File: config.mk
export PLATFORM = sky130hd
export DESIGN_NAME = sbus_frame_receiver
export DESIGN_NICKNAME = d
export VERILOG_FILES = /design/src/rtl/core/sbr_pkg.sv /design/src/rtl/core/sbus_frame_receiver.sv /design/src/rtl/core/sbr_regs.sv /design/src/rtl/core/sbr_front.sv /design/src/rtl/core/sbr_queue.sv /design/src/rtl/core/sbr_back.sv
export SDC_FILE = /design/constraint.sdc
export NUM_CORES = 1
export LEC_CHECK = 0
export CORE_MARGIN = 3
export CORE_UTILIZATION = 55
export DETAILED_ROUTE_END_ITERATION = 12
export DONT_BUFFER_PORTS = 1
export GPL_TIMING_DRIVEN = 0
export PLACE_DENSITY_LB_ADDON = 0.08
export SLEW_MARGIN = 5
export SYNTH_ARGS = -nofsm -noshare
export SYNTH_HDL_FRONTEND = slang
export SYNTH_HIERARCHICAL = 1
export SYNTH_SLANG_ARGS = --single-unit
File: constraint.sdc
create_clock -name clk_i -period 6.3 [get_ports clk_i]
set_clock_uncertainty 0.1 [all_clocks]
set_input_delay 0.315 -clock clk_i [delete_from_list [all_inputs] [get_ports clk_i]]
set_output_delay 0.315 -clock clk_i [all_outputs]
set_load 0.01 [all_outputs]
File: src/rtl/core/sbr_pkg.sv
`timescale 1ns / 1ps

package sbr_pkg;

  // Frame geometry
  localparam int CHANNELS    = 8;
  localparam int CH_W        = 11;
  localparam int FRAME_BYTES = 25;
  localparam int PAYLOAD_LEN = FRAME_BYTES - 2;
  localparam int PAY_IDX_W   = $clog2(PAYLOAD_LEN);
  localparam int PAY_CNT_W   = $clog2(PAYLOAD_LEN + 1);
  localparam int CH_CNT_W    = $clog2(CHANNELS);
  localparam int RUN_W       = CHANNELS * CH_W;

  // Run queue between front and back
  localparam int QUEUE_DEPTH = 2;
  localparam int Q_PTR_W     = $clog2(QUEUE_DEPTH);
  localparam int Q_CNT_W     = $clog2(QUEUE_DEPTH + 1);

  // Flag byte masks
  localparam logic [7:0] FLAG_LOST     = 8'h04;
  localparam logic [7:0] FLAG_FAILSAFE = 8'h08;

  // Item function codes
  localparam logic FUNC_BYTE = 1'b0;
  localparam logic FUNC_TICK = 1'b1;

  // Cause codes
  localparam logic [1:0] CAUSE_GOOD     = 2'd0;
  localparam logic [1:0] CAUSE_FAILSAFE = 2'd1;
  localparam logic [1:0] CAUSE_TIMEOUT  = 2'd2;

  // Register map
  localparam int          PADDR_W        = 4;
  localparam logic [1:0] REG_START      = 2'd0;
  localparam logic [1:0] REG_END        = 2'd1;
  localparam logic [1:0] REG_IDLE_LIM   = 2'd2;
  localparam logic [1:0] REG_FSAFE_LIM  = 2'd3;

  localparam logic [7:0] START_RST      = 8'd15;
  localparam logic [7:0] END_RST        = 8'd0;
  localparam logic [7:0] IDLE_LIM_RST   = 8'd2;
  localparam logic [7:0] FSAFE_LIM_RST  = 8'd64;

  typedef struct packed {
    logic       func;
    logic [7:0] byte_value;
  } sbr_in_t;

  typedef struct packed {
    logic [2:0]      channel_index;
    logic [CH_W-1:0] channel_value;
    logic [1:0]      cause;
    logic            last;
  } sbr_out_t;

  typedef struct packed {
    logic [7:0] start_byte;
    logic [7:0] end_byte;
    logic [7:0] idle_tick_limit;
    logic [7:0] failsafe_tick_limit;
  } sbr_cfg_t;

  typedef struct packed {
    logic [RUN_W-1:0] chans;
    logic [1:0]       cause;
  } sbr_run_t;

endpackage

File: src/rtl/core/sbus_frame_receiver.sv
`timescale 1ns / 1ps
// Input: one item per cycle; the front decides framing and supervisor actions in the
// accepting cycle and stalls only when the two-run queue is full.
// A closing byte or tick stores its run in the queue; the back sequencer loads it when free.
// Output: one channel per cycle unless stalled, eight channels per run, set by the back sequencer.
// Reset: framing, counters, queue and output clear; registers return to defaults;
// the payload store is not cleared.
module sbus_frame_receiver (
  input  logic                        clk_i,
  input  logic                        rst_ni,
  input  logic                        in_valid_i,
  output logic                        in_stall_o,
  input  sbr_pkg::sbr_in_t            in_item_i,
  output logic                        out_valid_o,
  input  logic                        out_stall_i,
  output sbr_pkg::sbr_out_t           out_item_o,
  input  logic                        psel,
  input  logic                        penable,
  input  logic                        pwrite,
  input  logic [sbr_pkg::PADDR_W-1:0] paddr,
  input  logic [31:0]                 pwdata,
  output logic [31:0]                 prdata,
  output logic                        pready
);
  import sbr_pkg::*;

  sbr_cfg_t cfg;
  sbr_run_t push_run, pop_run;
  logic     push, pop, q_full, q_valid;

  // Configuration registers
  sbr_regs u_regs (
    .clk_i   (clk_i),
    .rst_ni  (rst_ni),
    .psel    (psel),
    .penable (penable),
    .pwrite  (pwrite),
    .paddr   (paddr),
    .pwdata  (pwdata),
    .prdata  (prdata),
    .pready  (pready),
    .cfg_o   (cfg)
  );

  // Framing and supervisor
  sbr_front u_front (
    .clk_i      (clk_i),
    .rst_ni     (rst_ni),
    .cfg_i      (cfg),
    .in_valid_i (in_valid_i),
    .in_stall_o (in_stall_o),
    .in_item_i  (in_item_i),
    .push_o     (push),
    .push_run_o (push_run),
    .q_full_i   (q_full)
  );

  // Run queue
  sbr_queue u_queue (
    .clk_i      (clk_i),
    .rst_ni     (rst_ni),
    .push_i     (push),
    .push_run_i (push_run),
    .full_o     (q_full),
    .pop_i      (pop),
    .valid_o    (q_valid),
    .pop_run_o  (pop_run)
  );

  // Channel emitter
  sbr_back u_back (
    .clk_i       (clk_i),
    .rst_ni      (rst_ni),
    .q_valid_i   (q_valid),
    .q_run_i     (pop_run),
    .q_pop_o     (pop),
    .out_valid_o (out_valid_o),
    .out_stall_i (out_stall_i),
    .out_item_o  (out_item_o)
  );

endmodule

File: src/rtl/core/sbr_regs.sv
`timescale 1ns / 1ps

module sbr_regs (
  input  logic                    clk_i,
  input  logic                    rst_ni,
  input  logic                    psel,
  input  logic                    penable,
  input  logic                    pwrite,
  input  logic [sbr_pkg::PADDR_W-1:0] paddr,
  input  logic [31:0]             pwdata,
  output logic [31:0]             prdata,
  output logic                    pready,
  output sbr_pkg::sbr_cfg_t       cfg_o
);
  import sbr_pkg::*;

  sbr_cfg_t   cfg_q, cfg_d;
  logic       wr_en;
  logic [1:0] reg_sel;

  assign pready  = 1'b1;
  assign wr_en   = psel & penable & pwrite;
  assign reg_sel = paddr[3:2];

  // Register write decode
  always_comb begin
    cfg_d = cfg_q;
    if (wr_en) begin
      case (reg_sel)
        REG_START:     cfg_d.start_byte          = pwdata[7:0];
        REG_END:       cfg_d.end_byte            = pwdata[7:0];
        REG_IDLE_LIM:  cfg_d.idle_tick_limit     = pwdata[7:0];
        REG_FSAFE_LIM: cfg_d.failsafe_tick_limit = pwdata[7:0];
        default:       cfg_d = cfg_q;
      endcase
    end
  end

  always_ff @(posedge clk_i or negedge rst_ni) begin
    if (!rst_ni) begin
      cfg_q.start_byte          <= START_RST;
      cfg_q.end_byte            <= END_RST;
      cfg_q.idle_tick_limit     <= IDLE_LIM_RST;
      cfg_q.failsafe_tick_limit <= FSAFE_LIM_RST;
    end else begin
      cfg_q <= cfg_d;
    end
  end

  // Read mux
  always_comb begin
    case (reg_sel)
      REG_START:     prdata = {24'd0, cfg_q.start_byte};
      REG_END:       prdata = {24'd0, cfg_q.end_byte};
      REG_IDLE_LIM:  prdata = {24'd0, cfg_q.idle_tick_limit};
      REG_FSAFE_LIM: prdata = {24'd0, cfg_q.failsafe_tick_limit};
      default:       prdata = 32'd0;
    endcase
  end

  assign cfg_o = cfg_q;

endmodule

File: src/rtl/core/sbr_front.sv
`timescale 1ns / 1ps

module sbr_front (
  input  logic              clk_i,
  input  logic              rst_ni,
  input  sbr_pkg::sbr_cfg_t cfg_i,
  input  logic              in_valid_i,
  output logic              in_stall_o,
  input  sbr_pkg::sbr_in_t  in_item_i,
  output logic              push_o,
  output sbr_pkg::sbr_run_t push_run_o,
  input  logic              q_full_i
);
  import sbr_pkg::*;

  logic                 in_frame_q, in_frame_d;
  logic [PAY_CNT_W-1:0] count_q, count_d;
  logic [7:0]           idle_q, idle_d;
  logic [7:0]           age_q, age_d;
  logic [7:0]           store_q [PAYLOAD_LEN];
  logic                 store_we;
  logic [8*PAYLOAD_LEN-1:0] pay_flat;
  logic [RUN_W-1:0]     chan_vec;
  logic [7:0]           flags;
  logic [7:0]           idle_inc, age_inc;
  logic                 accept;

  assign in_stall_o = q_full_i;
  assign accept     = in_valid_i & ~q_full_i;

  // Flatten the payload bytes little-endian; channels sit at fixed bit slices.
  always_comb begin
    for (int i = 0; i < PAYLOAD_LEN; i++) begin
      pay_flat[8*i +: 8] = store_q[i];
    end
  end

  assign chan_vec = pay_flat[RUN_W-1:0];
  assign flags    = store_q[PAYLOAD_LEN-1];
  assign idle_inc = idle_q + 8'd1;
  assign age_inc  = age_q + 8'd1;

  // Classify the item and update the framing and supervisor state.
  always_comb begin
    in_frame_d       = in_frame_q;
    count_d          = count_q;
    idle_d           = idle_q;
    age_d            = age_q;
    store_we         = 1'b0;
    push_o           = 1'b0;
    push_run_o.chans = chan_vec;
    push_run_o.cause = CAUSE_GOOD;
    if (accept) begin
      if (in_item_i.func == FUNC_BYTE) begin
        idle_d = 8'd0;
        if (!in_frame_q) begin
          if (in_item_i.byte_value == cfg_i.start_byte) begin
            count_d    = '0;
            in_frame_d = 1'b1;
          end
        end else if (count_q < PAY_CNT_W'(PAYLOAD_LEN)) begin
          store_we = 1'b1;
          count_d  = count_q + PAY_CNT_W'(1);
        end else begin
          // Closing byte: a wrong one or a lost frame is dropped, failsafe zeroes the channels.
          if (in_item_i.byte_value == cfg_i.end_byte) begin
            if ((flags & FLAG_LOST) != 8'd0) begin
              push_o = 1'b0;
            end else if ((flags & FLAG_FAILSAFE) != 8'd0) begin
              push_o           = 1'b1;
              push_run_o.chans = '0;
              push_run_o.cause = CAUSE_FAILSAFE;
            end else begin
              push_o = 1'b1;
              age_d  = 8'd0;
            end
          end
          in_frame_d = 1'b0;
        end
      end else begin
        // Supervisor tick: idle timeout drops sync, frame age timeout zeroes.
        if (idle_inc > cfg_i.idle_tick_limit) begin
          idle_d     = 8'd0;
          in_frame_d = 1'b0;
        end else begin
          idle_d = idle_inc;
        end
        if (age_inc > cfg_i.failsafe_tick_limit) begin
          age_d            = 8'd0;
          push_o           = 1'b1;
          push_run_o.chans = '0;
          push_run_o.cause = CAUSE_TIMEOUT;
        end else begin
          age_d = age_inc;
        end
      end
    end
  end

  always_ff @(posedge clk_i or negedge rst_ni) begin
    if (!rst_ni) begin
      in_frame_q <= 1'b0;
      count_q    <= '0;
      idle_q     <= 8'd0;
      age_q      <= 8'd0;
    end else begin
      in_frame_q <= in_frame_d;
      count_q    <= count_d;
      idle_q     <= idle_d;
      age_q      <= age_d;
    end
  end

  // Payload bytes, written in arrival order.
  always_ff @(posedge clk_i) begin
    if (store_we) begin
      store_q[count_q[PAY_IDX_W-1:0]] <= in_item_i.byte_value;
    end
  end

endmodule

File: src/rtl/core/sbr_queue.sv
`timescale 1ns / 1ps

module sbr_queue (
  input  logic              clk_i,
  input  logic              rst_ni,
  input  logic              push_i,
  input  sbr_pkg::sbr_run_t push_run_i,
  output logic              full_o,
  input  logic              pop_i,
  output logic              valid_o,
  output sbr_pkg::sbr_run_t pop_run_o
);
  import sbr_pkg::*;

  sbr_run_t           ent_q [QUEUE_DEPTH];
  logic [Q_PTR_W-1:0] wr_ptr_q, rd_ptr_q;
  logic [Q_CNT_W-1:0] cnt_q;
  logic               do_push, do_pop;

  assign full_o    = (cnt_q == Q_CNT_W'(QUEUE_DEPTH));
  assign valid_o   = (cnt_q != '0);
  assign pop_run_o = ent_q[rd_ptr_q];
  assign do_push   = push_i & ~full_o;
  assign do_pop    = pop_i & valid_o;

  // Pointers and fill count
  always_ff @(posedge clk_i or negedge rst_ni) begin
    if (!rst_ni) begin
      wr_ptr_q <= '0;
      rd_ptr_q <= '0;
      cnt_q    <= '0;
    end else begin
      if (do_push) begin
        wr_ptr_q <= (wr_ptr_q == Q_PTR_W'(QUEUE_DEPTH - 1)) ? '0 : wr_ptr_q + Q_PTR_W'(1);
      end
      if (do_pop) begin
        rd_ptr_q <= (rd_ptr_q == Q_PTR_W'(QUEUE_DEPTH - 1)) ? '0 : rd_ptr_q + Q_PTR_W'(1);
      end
      if (do_push && !do_pop) begin
        cnt_q <= cnt_q + Q_CNT_W'(1);
      end else if (do_pop && !do_push) begin
        cnt_q <= cnt_q - Q_CNT_W'(1);
      end
    end
  end

  // Entry storage
  always_ff @(posedge clk_i) begin
    if (do_push) begin
      ent_q[wr_ptr_q] <= push_run_i;
    end
  end

endmodule

File: src/rtl/core/sbr_back.sv
`timescale 1ns / 1ps

module sbr_back (
  input  logic              clk_i,
  input  logic              rst_ni,
  input  logic              q_valid_i,
  input  sbr_pkg::sbr_run_t q_run_i,
  output logic              q_pop_o,
  output logic              out_valid_o,
  input  logic              out_stall_i,
  output sbr_pkg::sbr_out_t out_item_o
);
  import sbr_pkg::*;

  logic                active_q;
  logic [CH_CNT_W-1:0] ch_q;
  logic [RUN_W-1:0]    vec_q;
  logic [1:0]          cause_q;
  logic                last_ch;
  logic                out_acc;

  assign last_ch = (ch_q == CH_CNT_W'(CHANNELS - 1));
  assign out_acc = active_q & ~out_stall_i;
  assign q_pop_o = q_valid_i & (~active_q | (out_acc & last_ch));

  // Channel sequencer: one channel per accepted item, next run follows directly.
  always_ff @(posedge clk_i or negedge rst_ni) begin
    if (!rst_ni) begin
      active_q <= 1'b0;
      ch_q     <= '0;
    end else if (q_pop_o) begin
      active_q <= 1'b1;
      ch_q     <= '0;
    end else if (out_acc) begin
      if (last_ch) begin
        active_q <= 1'b0;
      end else begin
        ch_q <= ch_q + CH_CNT_W'(1);
      end
    end
  end

  // Channel values shift down as each one is taken.
  always_ff @(posedge clk_i) begin
    if (q_pop_o) begin
      vec_q   <= q_run_i.chans;
      cause_q <= q_run_i.cause;
    end else if (out_acc) begin
      vec_q <= vec_q >> CH_W;
    end
  end

  assign out_valid_o              = active_q;
  assign out_item_o.channel_index = 3'(ch_q);
  assign out_item_o.channel_value = vec_q[CH_W-1:0];
  assign out_item_o.cause         = cause_q;
  assign out_item_o.last          = last_ch;

endmodule

==> flow_metrics.tcl <==
set metrics [dict create \
    run_status "finished clean" \
    use_met2_pct 33.9 \
    synth_xor_area_share_pct 1.66 \
    min_path_type "in -> reg" \
    path_cells "and3_1 -> nand3_1 -> nor2_1 -> xnor2_1 -> inv_1 -> ha_1 -> nand4_1 -> a21o_1 -> a311oi_2 -> clkbuf_1 -> a21o_1 -> and3_4 -> buf_16" \
    reg2reg_from "u_front/age_q[0]$_DFFE_PN0P_" \
    clockBufferDepth 3 \
    yosysSeqAreaShare_pct 69.0 \
    p_per_area_nw_per_um2 357 \
    synth.area.mux_share_pct 13.5 \
    rr_endpoint "u_queue/ent_q[1][42]$_DFFE_PP_" \
    crit_type "reg -> reg" \
    cts_tree "built" \
    layout-drive-gt1-share_pct 28.8 \
    finalCritPeriodShare_pct 79.1 \
    grt_pass1_wl_um 55300 \
    synth_compound_area_share_pct 2.49 \
    grt.total_usage_pct 20.7 \
    rsz0062_at_grt "no" \
    grt_pass1_vias 9313 \
    fin_nets 1251 \
    ys_seq_elements 422 \
    critPathRequiredTime_ps 6410 \
    cpMaxStageDelayCell "a311oi_2" \
    drtIter0Drc 637 \
    synth_area_um2 17900 \
    path_max_fanout 51 \
    synth_adder_area_share_pct 1.74 \
    critPathMaxStageDelay_ps 890 \
    syn_inst 1076 \
    worstPathArrival_ps 5090 \
    die_area_um2 34800 \
    wire_per_inst_um 21.8 \
    critPathBufInv 3 \
    start_kind "flop" \
    areaGrowthSynthToFinish_pct 13.7 \
    clock_latency_ps 530 \
    crit_family "simple AND/OR/NAND/NOR gates" \
    synth-edff-count 360 \
    min_period_ps 4980 \
    grt_max_degree 63 \
    yosysWarnings 6 \
    setup_viol 0 \
    die_w_um 187 \
    grt-ovfl-total 0 \
    syn_avg_cell_area_um2 16.7 \
    wl_um 35900 \
    layout_common_cells "edfxtp_1, mux2_2, nor3b_1" \
    min_from "in_item_i[4]" \
    met3_usage_pct 3.55 \
    ant_nets 0 \
    cts.sinks 422 \
    holdBufCountCts 21 \
    viasPerCell 5.50 \
    gp_congestion 0.790 \
    r2r_cells 13 \
    peakVddDrop_uv 251 \
    initial_core_util_pct 56.4 \
    gr-usage-met1_pct 29.5 \
    dr.pass1.iters 5 \
    portBuffers 0 \
    synthArstFlopShare_pct 14.7 \
    hold_ws_ps 72.6 \
    grt_most_used_layer "met2" \
    post_cts_resized 0 \
    num_rows 65 \
    fin_setup_tns_ps 0 \
    hold_depth 4 \
    diodes 0 \
    hold_viol 0 \
    core_um2 31800 \
    cpMostUsedCell "a21o_1" \
    via_count 9036 \
    clock-root-buffer "clkbuf_16" \
    antenna_found_initial 1 \
    cp-startpoint "u_front/age_q[0]$_DFFE_PN0P_" \
    synthSimpleGateAreaFrac_pct 7.44 \
    p_leak_nw 7.36 \
    final_max_slew_viol_count 0 \
    synth_ff_type "edfxtp_1" \
    end_kind "flop" \
    hpwl_um 22300 \
    layout_commonest_cell "edfxtp_1" \
    max_slew_margin_pct 31.3 \
    fmax_mhz 201 \
    cts_made_buffers 43 \
    critPathCapture "u_queue/ent_q[1][42]$_DFFE_PP_" \
    tightest_slew_ps 1020 \
    cp.depth 13 \
    cts.clk_slew.worst_paths_ps 60 \
    drc 0 \
    synth_top_family_by_area "multiplexers" \
    yosys.cell_types.count 61 \
    htree_levels 2 \
    ios 104 \
    reg2reg_slack_ps 1320 \
    drv_cap 0 \
    die_h_um 187 \
    post_cts_buffers 0 \
]
[synth_stat cells (6+ instances only)]
master    instances  area [µm²]
xor2_1            9        78.8
xnor2_1          25         219
nand3_1           8        40.0
mux2_2          180        2030
mux4_2            8         180
dfrtp_1          56        1400
nor3b_1          89         668
o211ai_1         13        97.6
nor2_1           16        60.1
nand2_1          24        90.1
and3_1           17         106
inv_1            32         120
nand4_1           7        43.8
clkbuf_1         16        60.1
and2_1           12        75.1
buf_6            11         124
buf_4            46         345
ha_1             25         313
edfxtp_1        360       10800
dfstp_2           6         158
a21oi_1           7        35.0
mux2_1           19         214
o21ai_0          24         120
[how the worst min path moves through the flow]
stage / end
2_1_floorplan: u_back/ch_q[0]$_DFFE_PN0P_
3_3_place_gp: u_front/age_q[3]$_DFFE_PN0P_
3_5_place_dp: u_front/age_q[0]$_DFFE_PN0P_
4_1_cts: u_front/count_q[3]$_DFFE_PN0P_
5_1_grt: u_front/count_q[3]$_DFFE_PN0P_
6_report: u_front/count_q[3]$_DFFE_PN0P_
[worst register-to-register path: stages, from the launching register on]
cell and delay (ps):
dfrtp_1 460, and3_1 180, nand3_1 140, nor2_1 160, xnor2_1 160, inv_1 70, ha_1 300, nand4_1 140
a21o_1 190, a311oi_2 890, clkbuf_1 600, a21o_1 190, and3_4 740, buf_16 320
[kinds of logic after synthesis]
kind of cell,Yosys count
multiplexers,207
other,2
flip-flops,422
XOR/XNOR,34
AND/OR/NAND/NOR,204
AO/OA/AOI/OAI,66
buffers and inverters,116
adder cells (fa/ha/maj),25
[area by class of cell]
type                            count  area [µm²]
Clock buffer                       56        1160
Sequential cell                   422       12400
Clock inverter                     23         201
Tap cell                          435         544
Inverter                           32         120
Buffer                             84         617
Timing Repair Buffer               30         438
Multi-Input combinational cell    561        4930
Fill cell                        2274       11400
[report_power, final]
group / switching (mW) / total (mW) / internal [mW]
sequential: 0.164 / 3.51 / 3.35
combinational: 0.675 / 1.33 / 0.655
clock: 1.02 / 2.44 / 1.42
[state kept, by name, indices dropped and copies added, names as in the netlist, 3 cells and up]
signal / flops
u_front/idle_q: 8
u_front/store_q: 90
u_regs/cfg_o: 32
u_back/vec_q: 88
u_queue/ent_q: 180
u_front/count_q: 5
u_front/age_q: 8
u_back/ch_q: 3
[stage by stage]
step	instance area, µm²	power [mW]	setup WS, ps	cells	util, %
2_1_floorplan	18000	4.52	533	1099	-
3_5_place_dp	18800	4.86	1300	1543	59.1
4_1_cts	20400	7.36	1260	1643	64.1
5_1_grt	20400	7.61	1010	1643	64.1
3_3_place_gp	18600	4.83	-2720	1534	58.4
6_report	20400	7.28	1320	1643	64.1
[metal layers]
| metal | vias up | share of wire [%] |
|---|---|---|
| li1 | 4225 | - |
| met1 | 4558 | 45 |
| met2 | 206 | 48 |
| met3 | 47 | 4.9 |
| met4 | 0 | 1.6 |
| met5 | - | 0 |
Note: power is estimated with default switching activity, not from simulation.
